<file path="src/rank_enumeration_sort_macros.svh">
// Assertion macros for the rank enumeration sort block.
// Used by the top level; expects aclk and aresetn in the including scope.
`ifndef RANK_ENUMERATION_SORT_MACROS_SVH
`define RANK_ENUMERATION_SORT_MACROS_SVH

`ifndef SYNTHESIS

// Same-cycle implication, disabled while reset is low.
`define RES_ASSERT_SAME(lbl, ante, cons, msg) \
    lbl: assert property (@(posedge aclk) disable iff (!aresetn) (ante) |-> (cons)) \
        else $error(msg);

// Next-cycle implication, disabled while reset is low.
`define RES_ASSERT_NEXT(lbl, ante, cons, msg) \
    lbl: assert property (@(posedge aclk) disable iff (!aresetn) (ante) |=> (cons)) \
        else $error(msg);

`else

`define RES_ASSERT_SAME(lbl, ante, cons, msg)
`define RES_ASSERT_NEXT(lbl, ante, cons, msg)

`endif

`endif

</file>
<file path="src/res_pkg.sv">
// Shared types and constants for the rank enumeration sort block.
// No dependencies; used by res_ctrl, res_datapath and rank_enumeration_sort.
package res_pkg;

    localparam int MAX_ITEMS = 64;
    localparam int DATA_W    = 32;
    localparam int IDX_W     = $clog2(MAX_ITEMS);
    localparam int CNT_W     = $clog2(MAX_ITEMS + 1);
    localparam int GRP_SIZE  = 8;
    localparam int GRP_N     = (MAX_ITEMS + GRP_SIZE - 1) / GRP_SIZE;
    localparam int GRP_W     = $clog2(GRP_SIZE + 1);
    localparam int PAD_W     = GRP_N * GRP_SIZE;

    typedef struct packed {
        logic signed [DATA_W-1:0] value;
        logic                     last;
    } in_t;

    typedef struct packed {
        logic signed [DATA_W-1:0] sorted_value;
        logic                     final_res;
        logic                     overflow;
    } out_t;

    typedef enum logic [1:0] {
        ST_LOAD,
        ST_SETTLE,
        ST_SCATTER,
        ST_DRAIN
    } state_t;

    typedef struct packed {
        logic load;
        logic scatter;
        logic drain;
        logic finish;
    } cmd_t;

    typedef struct packed {
        logic scatter_last;
        logic drain_done;
    } sts_t;

endpackage

</file>
<file path="src/res_ctrl.sv">
// Sequencer for the rank enumeration sort: load, settle, scatter, drain.
// Depends on res_pkg for the state, command and status types.
module res_ctrl (
    input  logic            aclk,
    input  logic            aresetn,
    input  logic            s_valid,
    input  logic            in_last,
    input  res_pkg::sts_t   sts,
    output logic            s_ready,
    output res_pkg::cmd_t   cmd,
    output res_pkg::state_t state
);

    res_pkg::state_t state_reg;
    res_pkg::state_t state_next;

    always_ff @(posedge aclk) begin
        if (!aresetn) begin
            state_reg <= res_pkg::ST_LOAD;
        end else begin
            state_reg <= state_next;
        end
    end

    always_comb begin
        state_next = state_reg;
        unique case (state_reg)
            res_pkg::ST_LOAD: begin
                if (s_valid && in_last) begin
                    state_next = res_pkg::ST_SETTLE;
                end
            end
            // settle state: wait for the last rank to land
            res_pkg::ST_SETTLE: begin
                state_next = res_pkg::ST_SCATTER;
            end
            res_pkg::ST_SCATTER: begin
                if (sts.scatter_last) begin
                    state_next = res_pkg::ST_DRAIN;
                end
            end
            res_pkg::ST_DRAIN: begin
                if (sts.drain_done) begin
                    state_next = res_pkg::ST_LOAD;
                end
            end
            default: begin
                state_next = res_pkg::ST_LOAD;
            end
        endcase
    end

    always_comb begin
        s_ready = 1'b0;
        cmd     = '0;
        unique case (state_reg)
            res_pkg::ST_LOAD: begin
                s_ready  = 1'b1;
                cmd.load = s_valid;
            end
            res_pkg::ST_SETTLE: begin
                cmd = '0;
            end
            res_pkg::ST_SCATTER: begin
                cmd.scatter = 1'b1;
            end
            res_pkg::ST_DRAIN: begin
                cmd.drain  = 1'b1;
                cmd.finish = sts.drain_done;
            end
            default: begin
                cmd = '0;
            end
        endcase
    end

    assign state = state_reg;

endmodule

</file>
<file path="config.mk">
export PLATFORM = sky130hd
export DESIGN_NAME = res_ctrl
export DESIGN_NICKNAME = d
export VERILOG_FILES = /design/src/rank_enumeration_sort_macros.svh /design/src/res_pkg.sv /design/src/res_ctrl.sv
export SDC_FILE = /design/constraint.sdc
export NUM_CORES = 1
export LEC_CHECK = 0
export BUFFER_PORTS_ARGS = -buffer_cell sky130_fd_sc_hd__clkbuf_2
export CAP_MARGIN = 30
export CELL_PAD_IN_SITES_DETAIL_PLACEMENT = 0
export CELL_PAD_IN_SITES_GLOBAL_PLACEMENT = 1
export CORE_AREA = 2 2 39 41
export DETAILED_ROUTE_END_ITERATION = 8
export DIE_AREA = 0 0 41 43
export PLACE_DENSITY = 0.56
export SKIP_CTS_REPAIR_TIMING = 1
export SKIP_LAST_GASP = 1
export SYNTH_ARGS = -nofsm -noshare
export SYNTH_HDL_FRONTEND = slang
export SYNTH_SLANG_ARGS = --single-unit
</file>
<file path="constraint.sdc">
create_clock -name aclk -period 1.4 [get_ports aclk]
set_input_delay 0.42 -clock aclk [delete_from_list [all_inputs] [get_ports aclk]]
set_output_delay 0.42 -clock aclk [all_outputs]
set_load 0.005 [all_outputs]
</file>
==> Word level (Yosys, flattened, before mapping) <==
Cells that the tools add are included.
Widths: inputs -> output; s select.
{ "classes": {"n_reduce_logical": 3, "mux": 8, "n_eq_ne": 6} }
{ "op_table": {"columns": ["operator", "count"], "rows": [
  ["$mux 2", 4],
  ["$pmux 2 s4", 1],
  ["$ne 2x2->1 const B", 3],
  ["$eq 2x2->1 const B", 2],
  ["$mux 1", 3],
  ["$reduce_and 3->1", 1],
  ["$eq 2x1->1 const B", 1],
  ["$logic_not 2->1", 1],
  ["$logic_and 1x1->1", 1]
]} }
{ "totals": {"ff_bits": 2, "wordCells": 18} }

==> Longest topological paths before layout <==
{ "depth": {"ltp_word": 3, "depth_mapped": 4} }

==> Worst setup path after synthesis <==
Ideal clock, no wire load.
{ "synth_timing": {"path_type": "register to register", "startpoint": "register state_reg[0] (netlist: state[0])", "endpoint": "register state_reg[0] (netlist: state[0])", "t_required_ns": 1.328, "setup_time_ns": 0.072, "t_arrival_ns": 1.340, "path_slack_ns": -0.012, "stages_incl_launch_ff": 5, "n_path_buf": 0, "period_less_slack_ns": 1.412, "cell_sequence": "dfxtp_1 > inv_1 > ha_1 > a222oi_1 > mux2i_1"} }
{ "synth_between": {"elab_chain_len": 3, "elab_cells_between_ends": 9, "cone_classes": "eq/ne (6); mux (1); reduce/logical (2)"} }
{ "synth_lines": {"columns": ["element", "line", "source"], "rows": [
  ["start: declaration", "res_ctrl.sv:14", "res_pkg::state_t state_reg;"],
  ["start signal: assignment", "res_ctrl.sv:19", "state_reg <= res_pkg::ST_LOAD;"],
  ["start signal: assignment", "res_ctrl.sv:21", "state_reg <= state_next;"],
  ["$eq 2x2->1 / $logic_not 2->1 (equally long branches)", "res_ctrl.sv:27", "unique case (state_reg)"],
  ["$ne 2x2->1 (no line)", null, null],
  ["$reduce_and 3->1 (no line)", null, null]
]} }
Several ways; a longest one is shown, not always the timed one.
A chain may end at the register's enable or synchronous reset.

==> run metrics <==
count of cell types in the netlist 8; Slew @ Worst Pin ~270 ps; Synth Net Count 30; Power per Cell Area around 1900 mW/mm2; Slew Viols, Final 0; hold path depth 3; sequential cell area fraction in the yosys report between 20% and 30%; Initial Util 12.1%; Lkg Pwr between 0.00015 and 0.0002 uW; DRC viols 0; First-pass DRT Iterations 4; Die X roughly 41 um; worst rel slew slack slightly above 80%; Reg2Reg Depth 5; clock sinks 2; CP Buf/Inv Count 2; flops & latches, synth 2; utilization after layout approximately a quarter; worst path required time a little under 1000 ps; placed inst area about 260 um2; Top delay family on crit path flip-flops; vias in the first global route around 170; top cells by area, synth ha_1 (30%), dfxtp_1 (24%), mux2i_1 (12%), inv_1 (9.0%), nand2_1 (9.0%); Crit-path slowest cell dfxtp_4; Synth area leader ha_1; # H-tree levels 1; reg2reg setup slack approximately 110 ps; crit path DAT between 1000 and 1500 ps; YS warnings 0; nets 51; CP Max Fanout 5; Mapped Area between 150 and 200 um2; FMAX ~0.7 GHz; Die Height between 40 and 50 um; synth cell count leaders ha_1 (4), inv_1 (4), nand2_1 (4); ys flop type dfxtp_1; DR iter-0 viols 9; grt ovf 0; clock buffer depth 2; placed insts 50; status complete, but fails checks; drt via density 3.56; cell chain of the critical path inv_4, ha_4, and2_1, clkbuf_2; Clock Pin Slew Worst Setup and Hold Paths about 30 ps; site row count 14; port bufs 12; RSZ-0062 raised after global routing true; Setup CP Type reg2out; Hold Crit Class in2reg; CP peak stage delay roughly 380 ps; max reg flops 2; DP Worst Slack about 21 ps; Finished Layout Cells 55; clock skew just under 0.4 ps; Core Region 0.00138 mm2; asr flop ratio synth 0%; CTS tree done; worst-skew pair later-pin latency between 200 and 250 ps; crit start category flop; Max-cap violations 0; failing checks setup timing; ANT cells 0; Yosys top cell area share ~30%; Final ANT Viol Nets 0; IO Count 13; syn avg cell area ~8.4 um2; Finish-stage setup viols 4; via count approximately 200; Final Hold Vio Count 0; Routed WL per cell slightly above 8 um; P&R area growth vs syn 107%; Total GRT Usage about 5.3%; largest net degree at the start of global routing 6; final setup TNS -162 ps; peak supply drop ~0.38 mV; Root Buffer clkbuf_4; Routed WL 449 um; EDFF count, synth 0; Critical Path Sink Type primary output; fin area approximately 350 um2; min cycle time layout roughly 1500 ps; total CTS buffers 3; Final GP Congestion around 0.64; CP Depth 4; Die ar. ~0.0018 mm2; share of layout cells above drive strength 1 66.7%; Final period util 104%; Syn Inst Count 20; first-pass GRT wire length 593 um; initial antenna violation count 0; post-DP HPWL around 330 um; setup ws final -50.5 ps
path summary, 6_finish.rpt:
check,from,endpoint
max,state[1],cmd[3]
min,aresetn,state[0]
max reg2reg,state[0],state[1]
min reg2reg,state[0],state[0]
tightest hold or removal path, cell delays in order:
cell and delay (ps):
clkbuf_2 100, nand2_1 60, mux2i_1 50
metal layers:
metal	routed length (um)	vias up	GRT usage, %
met3	59	0	3.14
met4	0	0	6.00
met1	170	82	5.10
met2	219	8	6.88
met5	0	-	0
li1	-	106	-
cells by family (layout without fill, tap and decap cells):
kind of cell    count (synthesis)  count (layout)  share of synthesized area (%)
compound gates                  2               2                           8.95
flops                           2               2                           23.9
simple gates                    6               6                           16.4
buf+inv                         4              23                           8.95
mux                             2               2                           11.9
fa+ha+maj                       4               4                           29.9
cell type report:
class | count | area, um2
fillers | 153 | 1040
flip-flops and latches | 2 | 47.5
multi-input cells | 14 | 140
inverters | 4 | 20.0
clock buffers | 3 | 22.5
well taps | 16 | 20.0
repair buffers | 16 | 96.3
cells in the final DEF (no fill, tap or decap), drive strengths merged:
master and instances:
ha 4, nand2 4, clkbuf 14, mux2i 2
a222oi 1, o21ai 1, and2 2, inv 4
dfxtp 2, buf 5
report_power, final:
group	switching, uW	total [uW]	internal [uW]
Clock	28.7	123	94.2
Sequential	48.4	145	97.0
Combinational	156	396	240
metrics by stage:
| stage | total power, uW | hold WS [ps] |
|---|---|---|
| final | 665 | 459 |
| after global placement | 408 | 480 |
| after floorplan | 259 | 461 |
| after CTS | 538 | 456 |
| after global routing | 731 | 477 |
| after detailed placement | 405 | 473 |
Power figures use the tool's default switching activity.
